`config.mk`:
```
export PLATFORM = sky130hd
export DESIGN_NAME = tls_sni_extractor_flat
export DESIGN_NICKNAME = d
export VERILOG_FILES = /design/src/tse_pkg.sv /design/src/tse_if.sv /design/src/tse_res_fifo.sv /design/src/tse_parser.sv /design/src/tls_sni_extractor.sv /design/src/flat_wrapper.sv
export VERILOG_INCLUDE_DIRS = /design/src /design/src/src
export SDC_FILE = /design/constraint.sdc
export NUM_CORES = 1
export LEC_CHECK = 0
export BUFFER_PORTS_ARGS = -buffer_cell sky130_fd_sc_hd__buf_2
export CAP_MARGIN = 20
export CORE_MARGIN = 4
export CORE_UTILIZATION = 60
export DETAILED_ROUTE_END_ITERATION = 7
export HOLD_SLACK_MARGIN = 0.1
export PLACE_DENSITY = 0.81
export SYNTH_ARGS = -nofsm -noshare
export SYNTH_HDL_FRONTEND = slang
export SYNTH_HIERARCHICAL = 1
export SYNTH_SLANG_ARGS = --single-unit
export TNS_END_PERCENT = 5
```
`constraint.sdc`:
```
create_clock -name clk -period 8.22 [get_ports clk]
set_input_delay 0.411 -clock clk [delete_from_list [all_inputs] [get_ports clk]]
set_output_delay 0.411 -clock clk [all_outputs]
set_load 0.005 [all_outputs]
```
`src/tls_sni_extractor_defines.svh`:
```
// Assertion helpers for the SNI extractor RTL.
`ifndef TLS_SNI_EXTRACTOR_DEFINES_SVH
`define TLS_SNI_EXTRACTOR_DEFINES_SVH

`ifndef ASSERT_OFF
`define TSE_ASSERT(lbl, clk, rst_n, prop) \
	lbl: assert property (@(posedge clk) disable iff (!rst_n) prop) \
		else $error("tse assertion failed");
`define TSE_ASSERT_NEXT(lbl, clk, rst_n, pre, post) \
	lbl: assert property (@(posedge clk) disable iff (!rst_n) (pre) |=> (post)) \
		else $error("tse assertion failed");
`else
`define TSE_ASSERT(lbl, clk, rst_n, prop)
`define TSE_ASSERT_NEXT(lbl, clk, rst_n, pre, post)
`endif

`endif

```
`src/tse_pkg.sv`:
```
package tse_pkg;

	localparam logic [1:0] ST_FOUND  = 2'd0;
	localparam logic [1:0] ST_NO_SNI = 2'd1;
	localparam logic [1:0] ST_SHORT  = 2'd2;

	typedef struct packed {
		logic       is_verdict;
		logic [7:0] name_byte;
		logic [7:0] name_index;
		logic [1:0] status;
		logic [7:0] name_length;
		logic       run_end;
	} res_t;

	// results produced by one parsed byte, res0 first
	typedef struct packed {
		logic [1:0] cnt;
		res_t       res0;
		res_t       res1;
	} push_t;

endpackage

```
`src/tse_if.sv`:
```
interface tse_in_if;
	logic       valid;
	logic       ready;
	logic [7:0] data_byte;
	logic       last_byte;

	modport source(output valid, output data_byte, output last_byte, input ready);
	modport sink(input valid, input data_byte, input last_byte, output ready);
endinterface

interface tse_out_if;
	logic       valid;
	logic       ready;
	logic       is_verdict;
	logic [7:0] name_byte;
	logic [7:0] name_index;
	logic [1:0] status;
	logic [7:0] name_length;
	logic       run_end;

	modport source(output valid, output is_verdict, output name_byte, output name_index,
		output status, output name_length, output run_end, input ready);
	modport sink(input valid, input is_verdict, input name_byte, input name_index,
		input status, input name_length, input run_end, output ready);
endinterface

```
`src/tse_res_fifo.sv`:
```
`include "tls_sni_extractor_defines.svh"

module tse_res_fifo (
	input  logic            clk,
	input  logic            arst_n,
	input  tse_pkg::push_t  push,
	output logic            space_ok,
	tse_out_if.source       res
);

	localparam int unsigned Depth = 8;
	localparam int unsigned PtrW  = $clog2(Depth);
	localparam int unsigned CntW  = $clog2(Depth + 1);

	tse_pkg::res_t mem_q [Depth];
	logic [PtrW-1:0] wp_q;
	logic [PtrW-1:0] rp_q;
	logic [CntW-1:0] count_q;
	logic            pop;
	tse_pkg::res_t   head;

	assign pop      = res.valid && res.ready;
	// room for the byte now in the input register plus one more request
	assign space_ok = count_q <= CntW'(Depth - 4);

	always_ff @(posedge clk) begin
		if (push.cnt != 2'd0) begin
			mem_q[wp_q] <= push.res0;
		end
		if (push.cnt == 2'd2) begin
			mem_q[wp_q + PtrW'(1)] <= push.res1;
		end
	end

	always_ff @(posedge clk or negedge arst_n) begin
		if (!arst_n) begin
			wp_q    <= '0;
			rp_q    <= '0;
			count_q <= '0;
		end else begin
			wp_q    <= wp_q + PtrW'(push.cnt);
			rp_q    <= rp_q + PtrW'(pop);
			count_q <= count_q + CntW'(push.cnt) - CntW'(pop);
		end
	end

	assign head             = mem_q[rp_q];
	assign res.valid        = count_q != '0;
	assign res.is_verdict   = head.is_verdict;
	assign res.name_byte    = head.name_byte;
	assign res.name_index   = head.name_index;
	assign res.status       = head.status;
	assign res.name_length  = head.name_length;
	assign res.run_end      = head.run_end;

	`TSE_ASSERT(a_push_room, clk, arst_n, (push.cnt != 2'd0) |-> (count_q <= CntW'(Depth - 2)))
	`TSE_ASSERT(a_count_bound, clk, arst_n, count_q <= CntW'(Depth))

endmodule

```
`src/tse_parser.sv`:
```
`include "tls_sni_extractor_defines.svh"

module tse_parser #(
	parameter int MAX_NAME = 256
) (
	input  logic           clk,
	input  logic           arst_n,
	input  logic           in_valid,
	input  logic [7:0]     in_data,
	input  logic           in_last,
	input  logic           cfg_wr_en,
	input  logic [8:0]     cfg_wr_data,
	output tse_pkg::push_t push
);

	localparam logic [3:0] PH_CTYPE      = 4'd0;
	localparam logic [3:0] PH_HEADER     = 4'd1;
	localparam logic [3:0] PH_SESS_LEN   = 4'd2;
	localparam logic [3:0] PH_SESS_SKIP  = 4'd3;
	localparam logic [3:0] PH_CIPH_HI    = 4'd4;
	localparam logic [3:0] PH_CIPH_LO    = 4'd5;
	localparam logic [3:0] PH_CIPH_SKIP  = 4'd6;
	localparam logic [3:0] PH_COMP_LEN   = 4'd7;
	localparam logic [3:0] PH_COMP_SKIP  = 4'd8;
	localparam logic [3:0] PH_EXT_TOT_HI = 4'd9;
	localparam logic [3:0] PH_EXT_TOT_LO = 4'd10;
	localparam logic [3:0] PH_EXT_HDR    = 4'd11;
	localparam logic [3:0] PH_EXT_SKIP   = 4'd12;
	localparam logic [3:0] PH_SNI_PREFIX = 4'd13;
	localparam logic [3:0] PH_SNI_NAME   = 4'd14;
	localparam logic [3:0] PH_DONE       = 4'd15;

	localparam logic [8:0]  MaxCap = 9'(MAX_NAME);
	localparam logic [16:0] PosMax = '1;

	localparam logic [7:0] CtypeHandshake = 8'h16;
	localparam logic [7:0] HsClientHello  = 8'h01;
	localparam logic [15:0] ExtServerName = 16'h0000;

	logic        valid_s1;
	logic [7:0]  data_s1;
	logic        last_s1;

	logic [8:0]  cap_q;
	logic [16:0] pos_q;
	logic [3:0]  phase_q;
	logic [15:0] skip_q;
	logic [15:0] rlen_q;
	logic [16:0] ee_q;
	logic [15:0] etype_q;
	logic [7:0]  hold_q;
	logic [7:0]  target_q;
	logic [7:0]  nemit_q;
	logic        done_q;

	logic [16:0] n_pos;
	logic [3:0]  n_phase;
	logic [15:0] n_skip;
	logic [15:0] n_rlen;
	logic [16:0] n_ee;
	logic [15:0] n_etype;
	logic [7:0]  n_hold;
	logic [7:0]  n_target;
	logic [7:0]  n_nemit;
	logic        n_done;

	logic [15:0] skip_dec;
	logic [16:0] ee_dec;
	logic [15:0] elen;
	logic [15:0] nl;
	logic [8:0]  cap_eff;
	logic [7:0]  lim;
	logic [16:0] ee_tot;
	logic [17:0] count;
	logic [17:0] rlen_need;
	logic        name_hit;
	tse_pkg::res_t name_res;
	tse_pkg::res_t verd_res;

	always_ff @(posedge clk or negedge arst_n) begin
		if (!arst_n) begin
			valid_s1 <= 1'b0;
		end else begin
			valid_s1 <= in_valid;
		end
	end

	always_ff @(posedge clk) begin
		data_s1 <= in_data;
		last_s1 <= in_last;
	end

	always_comb begin
		cap_eff = cap_q;
		if (cap_q < 9'd2) begin
			cap_eff = 9'd2;
		end else if (cap_q > MaxCap) begin
			cap_eff = MaxCap;
		end
	end

	assign lim       = 8'(cap_eff - 9'd1);
	assign skip_dec  = skip_q - 16'd1;
	assign ee_dec    = (ee_q != '0) ? ee_q - 17'd1 : ee_q;
	assign elen      = {hold_q, data_s1};
	assign nl        = elen - 16'd5;
	assign ee_tot    = {1'b0, hold_q, data_s1};
	assign count     = {1'b0, pos_q} + 18'd1;

	always_comb begin
		n_pos    = (pos_q != PosMax) ? pos_q + 17'd1 : pos_q;
		n_phase  = phase_q;
		n_skip   = skip_q;
		n_rlen   = rlen_q;
		n_ee     = ee_q;
		n_etype  = etype_q;
		n_hold   = hold_q;
		n_target = target_q;
		n_nemit  = nemit_q;
		n_done   = done_q;
		name_hit = 1'b0;

		case (phase_q)
			PH_CTYPE: begin
				n_phase = (data_s1 == CtypeHandshake) ? PH_HEADER : PH_DONE;
			end
			PH_HEADER: begin
				if (pos_q == 17'd3) begin
					n_rlen = {data_s1, 8'h00};
				end else if (pos_q == 17'd4) begin
					n_rlen = {rlen_q[15:8], data_s1};
				end
				if (pos_q == 17'd5 && data_s1 != HsClientHello) begin
					n_phase = PH_DONE;
				end else if (pos_q >= 17'd42) begin
					n_phase = PH_SESS_LEN;
				end
			end
			PH_SESS_LEN: begin
				n_skip  = {8'h00, data_s1};
				n_phase = (data_s1 == 8'h00) ? PH_CIPH_HI : PH_SESS_SKIP;
			end
			PH_SESS_SKIP: begin
				n_skip = skip_dec;
				if (skip_dec == '0) begin
					n_phase = PH_CIPH_HI;
				end
			end
			PH_CIPH_HI: begin
				n_hold  = data_s1;
				n_phase = PH_CIPH_LO;
			end
			PH_CIPH_LO: begin
				n_skip  = elen;
				n_phase = (elen == '0) ? PH_COMP_LEN : PH_CIPH_SKIP;
			end
			PH_CIPH_SKIP: begin
				n_skip = skip_dec;
				if (skip_dec == '0) begin
					n_phase = PH_COMP_LEN;
				end
			end
			PH_COMP_LEN: begin
				n_skip  = {8'h00, data_s1};
				n_phase = (data_s1 == 8'h00) ? PH_EXT_TOT_HI : PH_COMP_SKIP;
			end
			PH_COMP_SKIP: begin
				n_skip = skip_dec;
				if (skip_dec == '0) begin
					n_phase = PH_EXT_TOT_HI;
				end
			end
			PH_EXT_TOT_HI: begin
				n_hold  = data_s1;
				n_phase = PH_EXT_TOT_LO;
			end
			PH_EXT_TOT_LO: begin
				n_ee = ee_tot;
				if (ee_tot >= 17'd4) begin
					n_phase = PH_EXT_HDR;
					n_skip  = '0;
				end else begin
					n_phase = PH_DONE;
				end
			end
			PH_EXT_HDR: begin
				n_ee = ee_dec;
				// skip_q counts header bytes: type hi, type lo, length hi, length lo
				if (skip_q == 16'd0) begin
					n_etype = {data_s1, 8'h00};
					n_skip  = 16'd1;
				end else if (skip_q == 16'd1) begin
					n_etype = {etype_q[15:8], data_s1};
					n_skip  = 16'd2;
				end else if (skip_q == 16'd2) begin
					n_hold = data_s1;
					n_skip = 16'd3;
				end else if (etype_q == ExtServerName && elen > 16'd5) begin
					n_target = (nl > {8'h00, lim}) ? lim : nl[7:0];
					n_skip   = 16'd5;
					n_phase  = PH_SNI_PREFIX;
				end else if (elen == '0) begin
					if (ee_dec >= 17'd4) begin
						n_phase = PH_EXT_HDR;
						n_skip  = '0;
					end else begin
						n_phase = PH_DONE;
					end
				end else begin
					n_skip  = elen;
					n_phase = PH_EXT_SKIP;
				end
			end
			PH_EXT_SKIP: begin
				n_ee   = ee_dec;
				n_skip = skip_dec;
				if (skip_dec == '0) begin
					if (ee_dec >= 17'd4) begin
						n_phase = PH_EXT_HDR;
						n_skip  = '0;
					end else begin
						n_phase = PH_DONE;
					end
				end
			end
			PH_SNI_PREFIX: begin
				n_skip = skip_dec;
				if (skip_dec == '0) begin
					n_phase = PH_SNI_NAME;
				end
			end
			PH_SNI_NAME: begin
				name_hit = 1'b1;
				n_nemit  = nemit_q + 8'd1;
				if (n_nemit >= target_q) begin
					n_done  = 1'b1;
					n_phase = PH_DONE;
				end
			end
			default: begin
			end
		endcase

		rlen_need = {2'b00, n_rlen} + 18'd5;

		name_res             = '0;
		name_res.name_byte   = data_s1;
		name_res.name_index  = nemit_q;
		name_res.run_end     = !last_s1;

		verd_res            = '0;
		verd_res.is_verdict = 1'b1;
		verd_res.run_end    = 1'b1;
		if (count < 18'd5) begin
			verd_res.status = tse_pkg::ST_SHORT;
		end else if (n_done && rlen_need <= count) begin
			verd_res.status      = tse_pkg::ST_FOUND;
			verd_res.name_length = n_nemit;
		end else begin
			verd_res.status = tse_pkg::ST_NO_SNI;
		end

		push = '0;
		if (valid_s1) begin
			if (name_hit) begin
				push.res0 = name_res;
				push.res1 = verd_res;
				push.cnt  = last_s1 ? 2'd2 : 2'd1;
			end else if (last_s1) begin
				push.res0 = verd_res;
				push.cnt  = 2'd1;
			end
		end

		// end of payload: next byte starts a fresh record
		if (last_s1) begin
			n_pos    = '0;
			n_phase  = PH_CTYPE;
			n_skip   = '0;
			n_rlen   = '0;
			n_ee     = '0;
			n_etype  = '0;
			n_hold   = '0;
			n_target = '0;
			n_nemit  = '0;
			n_done   = 1'b0;
		end
	end

	always_ff @(posedge clk or negedge arst_n) begin
		if (!arst_n) begin
			cap_q    <= 9'd256;
			pos_q    <= '0;
			phase_q  <= PH_CTYPE;
			skip_q   <= '0;
			rlen_q   <= '0;
			ee_q     <= '0;
			etype_q  <= '0;
			hold_q   <= '0;
			target_q <= '0;
			nemit_q  <= '0;
			done_q   <= 1'b0;
		end else begin
			if (cfg_wr_en) begin
				cap_q <= cfg_wr_data;
			end
			if (valid_s1) begin
				pos_q    <= n_pos;
				phase_q  <= n_phase;
				skip_q   <= n_skip;
				rlen_q   <= n_rlen;
				ee_q     <= n_ee;
				etype_q  <= n_etype;
				hold_q   <= n_hold;
				target_q <= n_target;
				nemit_q  <= n_nemit;
				done_q   <= n_done;
			end
		end
	end

	`TSE_ASSERT(a_last_gives_verdict, clk, arst_n, (valid_s1 && last_s1) |-> (push.cnt != 2'd0))
	`TSE_ASSERT(a_pair_order, clk, arst_n, (push.cnt == 2'd2) |-> (!push.res0.is_verdict && push.res1.is_verdict))
	`TSE_ASSERT_NEXT(a_clear_after_last, clk, arst_n, valid_s1 && last_s1, phase_q == PH_CTYPE && pos_q == '0 && !done_q)

endmodule

```
`src/tls_sni_extractor.sv`:
```
// A request's first result is registered in the input register, then written to the result queue, which offers it.
// Throughput: one byte per cycle; each byte yields zero, one or two results.
// Input stalls only when the eight-entry result queue holds more than four results.
// Reset (arst_n low, asynchronous): parse state and queue cleared, name_capacity = 256.
// The last byte of a payload also returns the parse state to its reset values.
`include "tls_sni_extractor_defines.svh"

module tls_sni_extractor #(
	parameter int MAX_NAME = 256
) (
	input  logic       clk,
	input  logic       arst_n,
	tse_in_if.sink     byte_ch,
	tse_out_if.source  result_ch,
	input  logic       cfg_wr_en,
	input  logic [8:0] cfg_wr_data
);

	tse_pkg::push_t push;
	logic           space_ok;
	logic           accept;

	assign byte_ch.ready = space_ok;
	assign accept        = byte_ch.valid && space_ok;

	tse_parser #(
		.MAX_NAME(MAX_NAME)
	) u_parser (
		.clk        (clk),
		.arst_n     (arst_n),
		.in_valid   (accept),
		.in_data    (byte_ch.data_byte),
		.in_last    (byte_ch.last_byte),
		.cfg_wr_en  (cfg_wr_en),
		.cfg_wr_data(cfg_wr_data),
		.push       (push)
	);

	tse_res_fifo u_fifo (
		.clk     (clk),
		.arst_n  (arst_n),
		.push    (push),
		.space_ok(space_ok),
		.res     (result_ch)
	);

	`TSE_ASSERT_NEXT(a_accept_reaches_queue, clk, arst_n, accept && byte_ch.last_byte, push.cnt != 2'd0)

endmodule

```
`src/flat_wrapper.sv`:
```
// flat-port wrapper written by rule: the top's interface ports become plain ports
module tls_sni_extractor_flat 
#(
	parameter int MAX_NAME = 256
)
  (clk, arst_n, cfg_wr_en, cfg_wr_data, byte_ch_valid, byte_ch_data_byte, byte_ch_last_byte, byte_ch_ready, result_ch_valid, result_ch_is_verdict, result_ch_name_byte, result_ch_name_index, result_ch_status, result_ch_name_length, result_ch_run_end, result_ch_ready);
  tse_in_if byte_ch_i ();
  tse_out_if result_ch_i ();
  input  logic clk;
  input  logic arst_n;
  input  logic cfg_wr_en;
  input  logic [8:0] cfg_wr_data;
  input wire logic [$bits(byte_ch_i.valid)-1:0] byte_ch_valid;
  input wire logic [$bits(byte_ch_i.data_byte)-1:0] byte_ch_data_byte;
  input wire logic [$bits(byte_ch_i.last_byte)-1:0] byte_ch_last_byte;
  output wire logic [$bits(byte_ch_i.ready)-1:0] byte_ch_ready;
  output wire logic [$bits(result_ch_i.valid)-1:0] result_ch_valid;
  output wire logic [$bits(result_ch_i.is_verdict)-1:0] result_ch_is_verdict;
  output wire logic [$bits(result_ch_i.name_byte)-1:0] result_ch_name_byte;
  output wire logic [$bits(result_ch_i.name_index)-1:0] result_ch_name_index;
  output wire logic [$bits(result_ch_i.status)-1:0] result_ch_status;
  output wire logic [$bits(result_ch_i.name_length)-1:0] result_ch_name_length;
  output wire logic [$bits(result_ch_i.run_end)-1:0] result_ch_run_end;
  input wire logic [$bits(result_ch_i.ready)-1:0] result_ch_ready;
  assign byte_ch_i.valid = byte_ch_valid;
  assign byte_ch_i.data_byte = byte_ch_data_byte;
  assign byte_ch_i.last_byte = byte_ch_last_byte;
  assign byte_ch_ready = byte_ch_i.ready;
  assign result_ch_valid = result_ch_i.valid;
  assign result_ch_is_verdict = result_ch_i.is_verdict;
  assign result_ch_name_byte = result_ch_i.name_byte;
  assign result_ch_name_index = result_ch_i.name_index;
  assign result_ch_status = result_ch_i.status;
  assign result_ch_name_length = result_ch_i.name_length;
  assign result_ch_run_end = result_ch_i.run_end;
  assign result_ch_i.ready = result_ch_ready;
  tls_sni_extractor #(.MAX_NAME(MAX_NAME)) u_core (.clk(clk), .arst_n(arst_n), .byte_ch(byte_ch_i), .result_ch(result_ch_i), .cfg_wr_en(cfg_wr_en), .cfg_wr_data(cfg_wr_data));
endmodule
```
==> summary.txt, run 1 <==
Outcome
  – Status: finished, final reports clean

Global routing
  – Total Routing Usage GR: 27.6%
  – Grt total ovfl: 0
  – Global-route wire length before repair: 88.1 mm
  – Vias in the first global route: 16200
  – Antenna violations before repair: 0
  – Maximum number of pins on one net before global-route repair: 87

Synthesis
  – Total of warnings raised by yosys: 6
  – Post-synthesis instance area: 22100 µm²
  – Share of synthesized area occupied by flip-flops and latches: 46.1%
  – Async set or reset register ratio after synthesis: 36.0%
  – Number of distinct library cell variants in the gate-level netlist after synthesis: 96
  – Most common flop cell mapped by yosys: sky130_fd_sc_hd__edfxtp_1
  – Number of flip-flops and latches in the synthesized netlist: 364
  – Cells after synthesis: 1864
  – Post-synthesis area per instance: 11.9 µm²
  – Post-synth EDFFs: 224

Floorplanning
  – Die W: 200 µm
  – Boundary pin count: 53
  – Placeable core area: 36400 µm²
  – Total Die Area: 40000 µm²
  – Chip height: 200 µm
  – Site Rows: 70
  – Starting utilization of the core area: 60.7%

Setup path
  – Ordered list of cells on the worst path: nor4b_1 -> nand4_1 -> or3_1 -> mux2i_1 -> nor2_1 -> ha_1 -> a221o_1 -> nand3_1 -> or4_1 -> a31oi_1 -> ha_1 -> a21oi_1 -> nor2b_1 -> o21a_1 -> o21ai_0 -> a21oi_2 -> nor4_1 -> mux2_2
  – Arrival time of the worst setup path: 7.06 ns
  – Startpoint of the lowest-slack register-to-register path: u_core/u_parser/phase_q[3]
  – Endpoint of the lowest-slack register-to-register path: u_core/u_fifo/mem_q[0][7]
  – Type of element capturing the critical path: flip-flop
  – Type of the worst setup path: flip-flop to flip-flop
  – Worst path top cell family by delay: simple AND/OR/NAND/NOR gates
  – Category of the worst setup path launch point: flip-flop
  – Highest net fanout along the worst path: 29
  – Worst-case reg-to-reg path depth: 18
  – Cell seen most often among critical-path stages: sky130_fd_sc_hd__ha_1
  – Worst path bufs/invs: 0
  – Worst path required time: 8.64 ns
  – Cell depth of the worst setup path: 18
  – Register-to-register path setup slack: 1.57 ns
  – Highest-delay cell along the critical path: sky130_fd_sc_hd__nor4_1
  – Max stage delay on crit path: 1.04 ns

Clock network
  – CTS tree: done
  – Gates resized, CTS repair: 0
  – # Post-CTS Setup Buffers: 0
  – Clock transition time at the flip-flop clock pins of the worst setup and hold paths: 0.06 ns
  – Worst-case clock buffer depth: 3
  – Clock root buffer: sky130_fd_sc_hd__clkbuf_16
  – CTS HTree Levels: 2
  – TritonCTS Sinks: 364
  – Number of buffers created by CTS: 41
  – Worst skew pair latency: 0.55 ns

Route
  – Total wire length: 55.2 mm
  – DR pass1 iterations: 5
  – Via-per-instance ratio: 6.61
  – Routed vias: 15800
  – Number of antenna-violating nets in the routed design: 0
  – Drt wl/cell: 23.0 µm
  – Number of remaining DRC errors: 0
  – Drt first-iter violations: 1408

STA
  – Min cycle time layout: 6.65 ns
  – Worst setup skew after layout: 0.0262 ns
  – Final Hold Vio Count: 0
  – Unrepaired setup endpoints after global routing: false
  – Max-slew headroom at the worst pin: 22.3%
  – Worst-Margin Slew: 1.16 ns
  – Highest clock rate: 0.150 GHz
  – Final-report max-slew violation count: 0
  – Final period util: 80.8%
  – Final setup vio count: 0
  – Summed negative setup slack over all endpoints: 0 ns

Power
  – Leakage power: 0.00954 µW
  – Power per Cell Area: 290 nW/µm²
  – Total Power: 7070 µW
  – Maximum resistive drop on vdd: 249 µV

Finish
  – Synth-to-layout area growth: 10.1%
  – Area used by sequential logic in the layout: 10200 µm²
  – Most used cells in the layout excluding fill and tap cells: sky130_fd_sc_hd__mux2_2, sky130_fd_sc_hd__edfxtp_1, sky130_fd_sc_hd__dfrtp_1
  – Most common cell after layout, fill and taps aside: sky130_fd_sc_hd__mux2_2
  – Fill cell instance count of the final layout: 2616
  – # diodes: 0
  – Total area of multi-input combinational cells: 11100 µm²
  – Cell Count, Final, Fillers Out: 2396
  – Layout cell share with drive strength beyond 1: 27.9%
  – Final nets: 1983

Placed design
  – GPL Wtd Cong: 0.879
  – Half-perimeter wire length of the detailed placement result: 34.2 mm
  – Placed instance count: 2293
  – PortBufs: 52

Worst hold path
  – Min-Delay Path Class: primary input to flip-flop
  – Hold path startpoint: cfg_wr_data[1]
  – Number of instances on the worst hold path: 3
  – Hold Path End: u_core/u_parser/cap_q[1]

Job
  – Number of violations of the max-capacitance limit: 0
-- what timing repair did --
item	in CTS	in global routing
hold endpoints to repair	101	0
setup endpoints to repair	0	0
hold buffers	18	0
-- worst reg2reg max path, delay by kind of cell (launching register included) --
family,cells,cell delay [ns]
mux,2,0.53
compound gates,6,1.14
simple gates,8,3.72
flops,1,0.70
fa+ha+maj,2,0.45
-- metal layers --
layer,global-route usage [%],wire [µm],vias to the layer above,share of wire [%]
li1,-,-,7159,-
met5,0,0,-,0
met1,37.0,22200,7797,40
met4,10.4,2070,0,3.8
met2,46.0,26800,726,49
met3,4.33,4150,162,7.5
-- synth_stat cells (10+ instances only) --
master | number | area, µm²
sky130_fd_sc_hd__nor2b_1 | 15 | 93.8
sky130_fd_sc_hd__xnor2_1 | 40 | 350
sky130_fd_sc_hd__mux2i_1 | 26 | 260
sky130_fd_sc_hd__mux4_1 | 12 | 315
sky130_fd_sc_hd__dfrtp_1 | 130 | 3250
sky130_fd_sc_hd__mux2_2 | 274 | 3090
sky130_fd_sc_hd__o21ai_0 | 91 | 455
sky130_fd_sc_hd__a21o_1 | 14 | 105
sky130_fd_sc_hd__buf_4 | 23 | 173
sky130_fd_sc_hd__and3_1 | 21 | 131
sky130_fd_sc_hd__edfxtp_1 | 224 | 6730
sky130_fd_sc_hd__nand2b_1 | 17 | 106
sky130_fd_sc_hd__xor2_1 | 25 | 219
sky130_fd_sc_hd__buf_2 | 17 | 85.1
sky130_fd_sc_hd__nand2_1 | 110 | 413
sky130_fd_sc_hd__nand3_1 | 38 | 190
sky130_fd_sc_hd__or4_1 | 10 | 75.1
sky130_fd_sc_hd__o31ai_1 | 18 | 135
sky130_fd_sc_hd__o2bb2ai_1 | 27 | 236
sky130_fd_sc_hd__ha_1 | 63 | 788
sky130_fd_sc_hd__nand4_1 | 12 | 75.1
sky130_fd_sc_hd__nor3_1 | 32 | 160
sky130_fd_sc_hd__nor2_1 | 101 | 379
sky130_fd_sc_hd__clkbuf_1 | 82 | 308
sky130_fd_sc_hd__and2_1 | 12 | 75.1
sky130_fd_sc_hd__inv_1 | 54 | 203
sky130_fd_sc_hd__nor4_1 | 40 | 250
sky130_fd_sc_hd__mux4_2 | 44 | 991
sky130_fd_sc_hd__a22oi_1 | 30 | 225
sky130_fd_sc_hd__a21oi_1 | 50 | 250
-- registers in the layout, summed over array words and instances, names as in the netlist, 9 cells and up --
name and cells:
u_core/u_fifo/mem_q 224, u_core/u_parser/ee_q 17, u_core/u_parser/pos_q 17, u_core/u_parser/etype_q 16, u_core/u_parser/rlen_q 16, u_core/u_parser/skip_q 16
u_core/u_parser/cap_q 9
-- cells by family (layout without fill, tap and decap cells) --
logic type | count (synthesis) | count (layout) | share of synthesized area, %
flops | 364 | 364 | 46.1
simple gates | 473 | 473 | 11.2
buf+inv | 197 | 246 | 4.37
mux | 363 | 363 | 21.5
xor+xnor | 67 | 67 | 2.72
fa+ha+maj | 67 | 67 | 3.84
other cells | 1 | 16 | 0.0170
compound gates | 332 | 332 | 10.2
-- where the power goes --
group | internal (µW) | switching, µW | total [µW]
Combinational | 1200 | 1440 | 2640
Sequential | 2170 | 318 | 2490
Clock | 1180 | 757 | 1930
Total | 4550 | 2520 | 7070
-- worst max-delay path by stage --
stage / startpoint / endpoint / slack [ns]
4_1_cts: u_core/u_parser/phase_q[3] / u_core/u_fifo/mem_q[2][6] / 1.44
6_report: u_core/u_parser/phase_q[3] / u_core/u_fifo/mem_q[0][7] / 1.57
3_3_place_gp: u_core/u_parser/phase_q[3] / u_core/u_fifo/mem_q[0][6] / 1.97
5_1_grt: u_core/u_parser/phase_q[3] / u_core/u_fifo/mem_q[5][4] / 1.40
2_1_floorplan: u_core/u_parser/pos_q[10] / u_core/u_fifo/mem_q[0][2] / 2.76
3_5_place_dp: u_core/u_parser/phase_q[3] / u_core/u_fifo/mem_q[4][6] / 1.57
-- through the flow --
| stage | util (%) | cell area [µm²] | hold WS, ns | setup slack [ns] |
|---|---|---|---|---|
| 6_report | 66.8 | 24300 | 0.104 | 1.57 |
| 5_1_grt | 66.8 | 24300 | 0.128 | 1.40 |
| 4_1_cts | 66.6 | 24300 | 0.101 | 1.44 |
| 3_5_place_dp | 62.2 | 22600 | 0.478 | 1.57 |
| 3_3_place_gp | 62.1 | 22600 | 0.463 | 1.97 |
| 2_1_floorplan | - | 22200 | 0.115 | 2.76 |
-- final cells by class --
type	instances	share of cell area (%)
tap	468	2.41
clock buffer	53	4.69
multi-input combinational	1318	45.7
inverter	55	0.848
sequential	364	41.9
clock inverter	23	1.20
timing repair buffer	115	3.26
Note: power is estimated with default switching activity, not from simulation.
==> run 2, diff against run 1 <==
- CORE_UTILIZATION: 60 -> 58
- PLACE_DENSITY: 0.81 -> 0.82
- clock period: 8.22 -> 5.4 ns (I/O delays scaled with it)
==> run 2 against run 1 <==
Utilization shrank 1.8 points. Via count increased by 1.0%. First-iteration DRC count is 3.2% higher. Worst setup slack got worse by 1.4 ns. Non-clock buffer count grew 36. Die area grew 3.3%. Wire length up 2.2%. Clock power grew 34%. Largest power group unchanged.
==> summary.txt, run 2 (same netlist as run 1, synthesis figures left out) <==
Power
  – Power share of the combinational group: 39.0% (+1.6 points)
  – Total Power: 10400 µW (+47%)
  – Fraction of power consumed by sequential logic: 36.2% (+0.9 points)
  – Power per Cell Area: 425 nW/µm² (+46%)
  – Switching power: 3790 µW (+50%)
  – Clock power share: 24.8% (-2.5 points)
  – Switching share of power: 36.4% (+0.72 points)
  – Leakage power: 0.00961 µW (+0.77%)
  – Internal power: 6630 µW (+46%)
  – Maximum resistive drop on vdd: 430 µV (+73%)

Clock network
  – Clock root buffer: sky130_fd_sc_hd__clkbuf_16
  – CTS HTree Levels: 2 (unchanged)
  – Number of buffers created by CTS: 39 (-4.9%)
  – Clock transition time at the flip-flop clock pins of the worst setup and hold paths: 0.06 ns (about the same)
  – CTS tree: done
  – Worst-case clock buffer depth: 3 (unchanged)
  – # Post-CTS Setup Buffers: 0 (unchanged)
  – TritonCTS Sinks: 364 (unchanged)
  – Worst skew pair latency: 0.55 ns (about the same)

Finish
  – # diodes: 0 (unchanged)
  – Final nets: 2017 (+1.7%)
  – Flip-flop count of the largest register, all copies and words added: 224 (unchanged)
  – Synth-to-layout area growth: 10.8%
  – Final design area excluding fillers: 24500 µm² (+0.65%)
  – Most common cell after layout, fill and taps aside: sky130_fd_sc_hd__mux2_2
  – Biggest registers after layout: u_core/u_fifo/mem_q: 224 flops, u_core/u_parser/ee_q: 17 flops, u_core/u_parser/pos_q: 17 flops
  – Most used cells in the layout excluding fill and tap cells: sky130_fd_sc_hd__mux2_2, sky130_fd_sc_hd__edfxtp_1, sky130_fd_sc_hd__dfrtp_1
  – Layout cell share with drive strength beyond 1: 28.7% (+0.85 points)
  – Register name with the most flops: u_core/u_fifo/mem_q

Setup path
  – Arrival time of the worst setup path: 5.63 ns (-1.43 ns)
  – Startpoint of the lowest-slack register-to-register path: u_core/u_parser/phase_q[1]
  – Type of element capturing the critical path: flip-flop
  – Worst path required time: 5.82 ns (-2.82 ns)
  – Type of the worst setup path: flip-flop to flip-flop
  – Highest net fanout along the worst path: 18 (-38%)
  – Category of the worst setup path launch point: flip-flop
  – Register-to-register path setup slack: 0.18 ns (-1.39 ns)
  – Worst-case reg-to-reg path depth: 21 (+3)
  – Endpoint of the lowest-slack register-to-register path: u_core/u_fifo/mem_q[1][7]

STA
  – Highest clock rate: 0.192 GHz (+27%)
  – Final Hold Vio Count: 0 (unchanged)
  – Final-report max-slew violation count: 0 (unchanged)
  – Min cycle time layout: 5.22 ns (-1.43 ns)
  – Final period util: 96.6% (+16 points)
  – Worst setup skew after layout: 0.0321 ns (+0.00583 ns)
  – Worst-Margin Slew: 1.17 ns (+0.0106 ns)
  – Max-slew headroom at the worst pin: 22.1% (-0.19 points)
  – Final setup vio count: 0 (unchanged)

Route
  – Drt first-iter violations: 1453 (+3.2%)
  – Number of remaining DRC errors: 0 (unchanged)
  – Routed vias: 16000 (+1.0%)
  – Number of antenna-violating nets in the routed design: 0 (unchanged)
  – Drt wl/cell: 22.8 µm (-0.84%)
  – DR pass1 iterations: 5 (unchanged)
  – Via-per-instance ratio: 6.48 (-2.0%)
  – Total wire length: 56.4 mm (+2.2%)

Placed design
  – Half-perimeter wire length of the detailed placement result: 35.6 mm (+4.0%)
  – GPL Wtd Cong: 0.918 (+4.4%)
  – Placed Area: 23000 µm² (+1.4%)
  – PortBufs: 52 (unchanged)

Worst hold path
  – Min-Delay Path Class: primary input to flip-flop
  – Number of instances on the worst hold path: 3 (unchanged)
  – Hold Path End: u_core/u_fifo/rp_q[0]
  – Hold path startpoint: result_ch_ready

Floorplanning
  – Total Die Area: 41300 µm² (+3.3%)
  – Boundary pin count: 53 (unchanged)
  – Starting utilization of the core area: 58.7% (-2.0 points)
  – Placeable core area: 37700 µm² (+3.4%)
  – Site Rows: 71 (+1.4%)
  – Die W: 203 µm (+1.6%)
  – Chip height: 203 µm (+1.6%)

Global routing
  – Total Routing Usage GR: 27.1% (-0.54 points)
  – Maximum number of pins on one net before global-route repair: 71 (-18%)
  – Antenna violations before repair: 0 (unchanged)
  – Global-route wire length before repair: 89.9 mm (+2.0%)
  – Vias in the first global route: 16100 (-0.66%)
  – Grt total ovfl: 0 (unchanged)

Job
  – Number of violations of the max-capacitance limit: 0 (unchanged)

Outcome
  – Status: finished, final reports clean
[run 2: power groups by stage]
stage / clock network, µW / logic [µW] / registers, µW
after floorplan: 0 / 3150 / 3570
after global placement: 0 / 3850 / 3790
after detailed placement: 0 / 3970 / 3820
after CTS: 2620 / 4010 / 3770
after global routing: 2740 / 4430 / 3830
final: 2580 / 4060 / 3780
[run 2: worst max path at each step]
stage / start / endpoint / slack, ns
2_1_floorplan: u_core/u_parser/pos_q[10] / u_core/u_fifo/mem_q[0][2] / 0.10
3_3_place_gp: u_core/u_parser/pos_q[10] / u_core/u_fifo/mem_q[0][6] / 0.44
3_5_place_dp: u_core/u_parser/phase_q[1] / u_core/u_fifo/mem_q[2][3] / 0.07
4_1_cts: u_core/u_parser/phase_q[1] / u_core/u_fifo/mem_q[0][6] / 0.06
5_1_grt: u_core/u_parser/phase_q[1] / u_core/u_fifo/mem_q[7][7] / -0.09
6_report: u_core/u_parser/phase_q[1] / u_core/u_fifo/mem_q[1][7] / 0.18
[run 2: area by class of cell]
cell class | count | area (µm²)
timing repair buffer | 151 | 1060
inverter | 55 | 206
multi-input combinational | 1318 | 11200
fill | 2703 | 13200
sequential | 364 | 10200
clock inverter | 16 | 144
tap | 511 | 639
clock buffer | 54 | 1070
[run 2: through the flow]
step | cells | setup slack, ns | hold slack [ns] | setup TNS (ns) | util (%)
after global placement | 2370 | 0.441 | 0.312 | 0 | 60.9
after global routing | 2469 | -0.0887 | 0.146 | -0.635 | 65.0
after detailed placement | 2371 | 0.0651 | 0.317 | 0 | 61.0
after CTS | 2464 | 0.0573 | 0.105 | 0 | 64.8
final | 2469 | 0.185 | 0.129 | 0 | 65.0
after floorplan | 1879 | 0.103 | -0.0256 | 0 | -
[run 2: layer usage]
metal | track usage (%) | vias up | routed length (µm)
li1 | - | 7212 | -
met1 | 36.9 | 7950 | 22800
met2 | 45.8 | 711 | 27700
met3 | 3.82 | 130 | 4270
met4 | 7.93 | 0 | 1660
met5 | 0 | - | 0
[run 2: timing repair]
action,CTS,global route
resized for setup,0,9
hold buffers,23,0
setup endpoints to repair,0,72
endpoints found under the hold margin,87,0
[run 2: critical path, stage by stage (launching register included)]
cell                      delay, ns
sky130_fd_sc_hd__dfrtp_1       0.39
sky130_fd_sc_hd__nor4b_2       0.31
sky130_fd_sc_hd__buf_4         0.17
sky130_fd_sc_hd__nand4_1       0.19
sky130_fd_sc_hd__or3_4         0.47
sky130_fd_sc_hd__mux2i_1       0.15
sky130_fd_sc_hd__nor2_1        0.12
sky130_fd_sc_hd__ha_1          0.21
sky130_fd_sc_hd__a221o_1       0.18
sky130_fd_sc_hd__nand3_2       0.16
sky130_fd_sc_hd__or4_1         0.49
sky130_fd_sc_hd__a31oi_1       0.18
sky130_fd_sc_hd__ha_1          0.27
sky130_fd_sc_hd__a21oi_1       0.15
sky130_fd_sc_hd__nor2b_1       0.06
sky130_fd_sc_hd__o21a_1        0.17
sky130_fd_sc_hd__o21ai_0       0.25
sky130_fd_sc_hd__a21oi_1       0.14
sky130_fd_sc_hd__buf_4         0.24
sky130_fd_sc_hd__nor4_1        0.39
sky130_fd_sc_hd__buf_4         0.22
sky130_fd_sc_hd__mux2_2        0.16
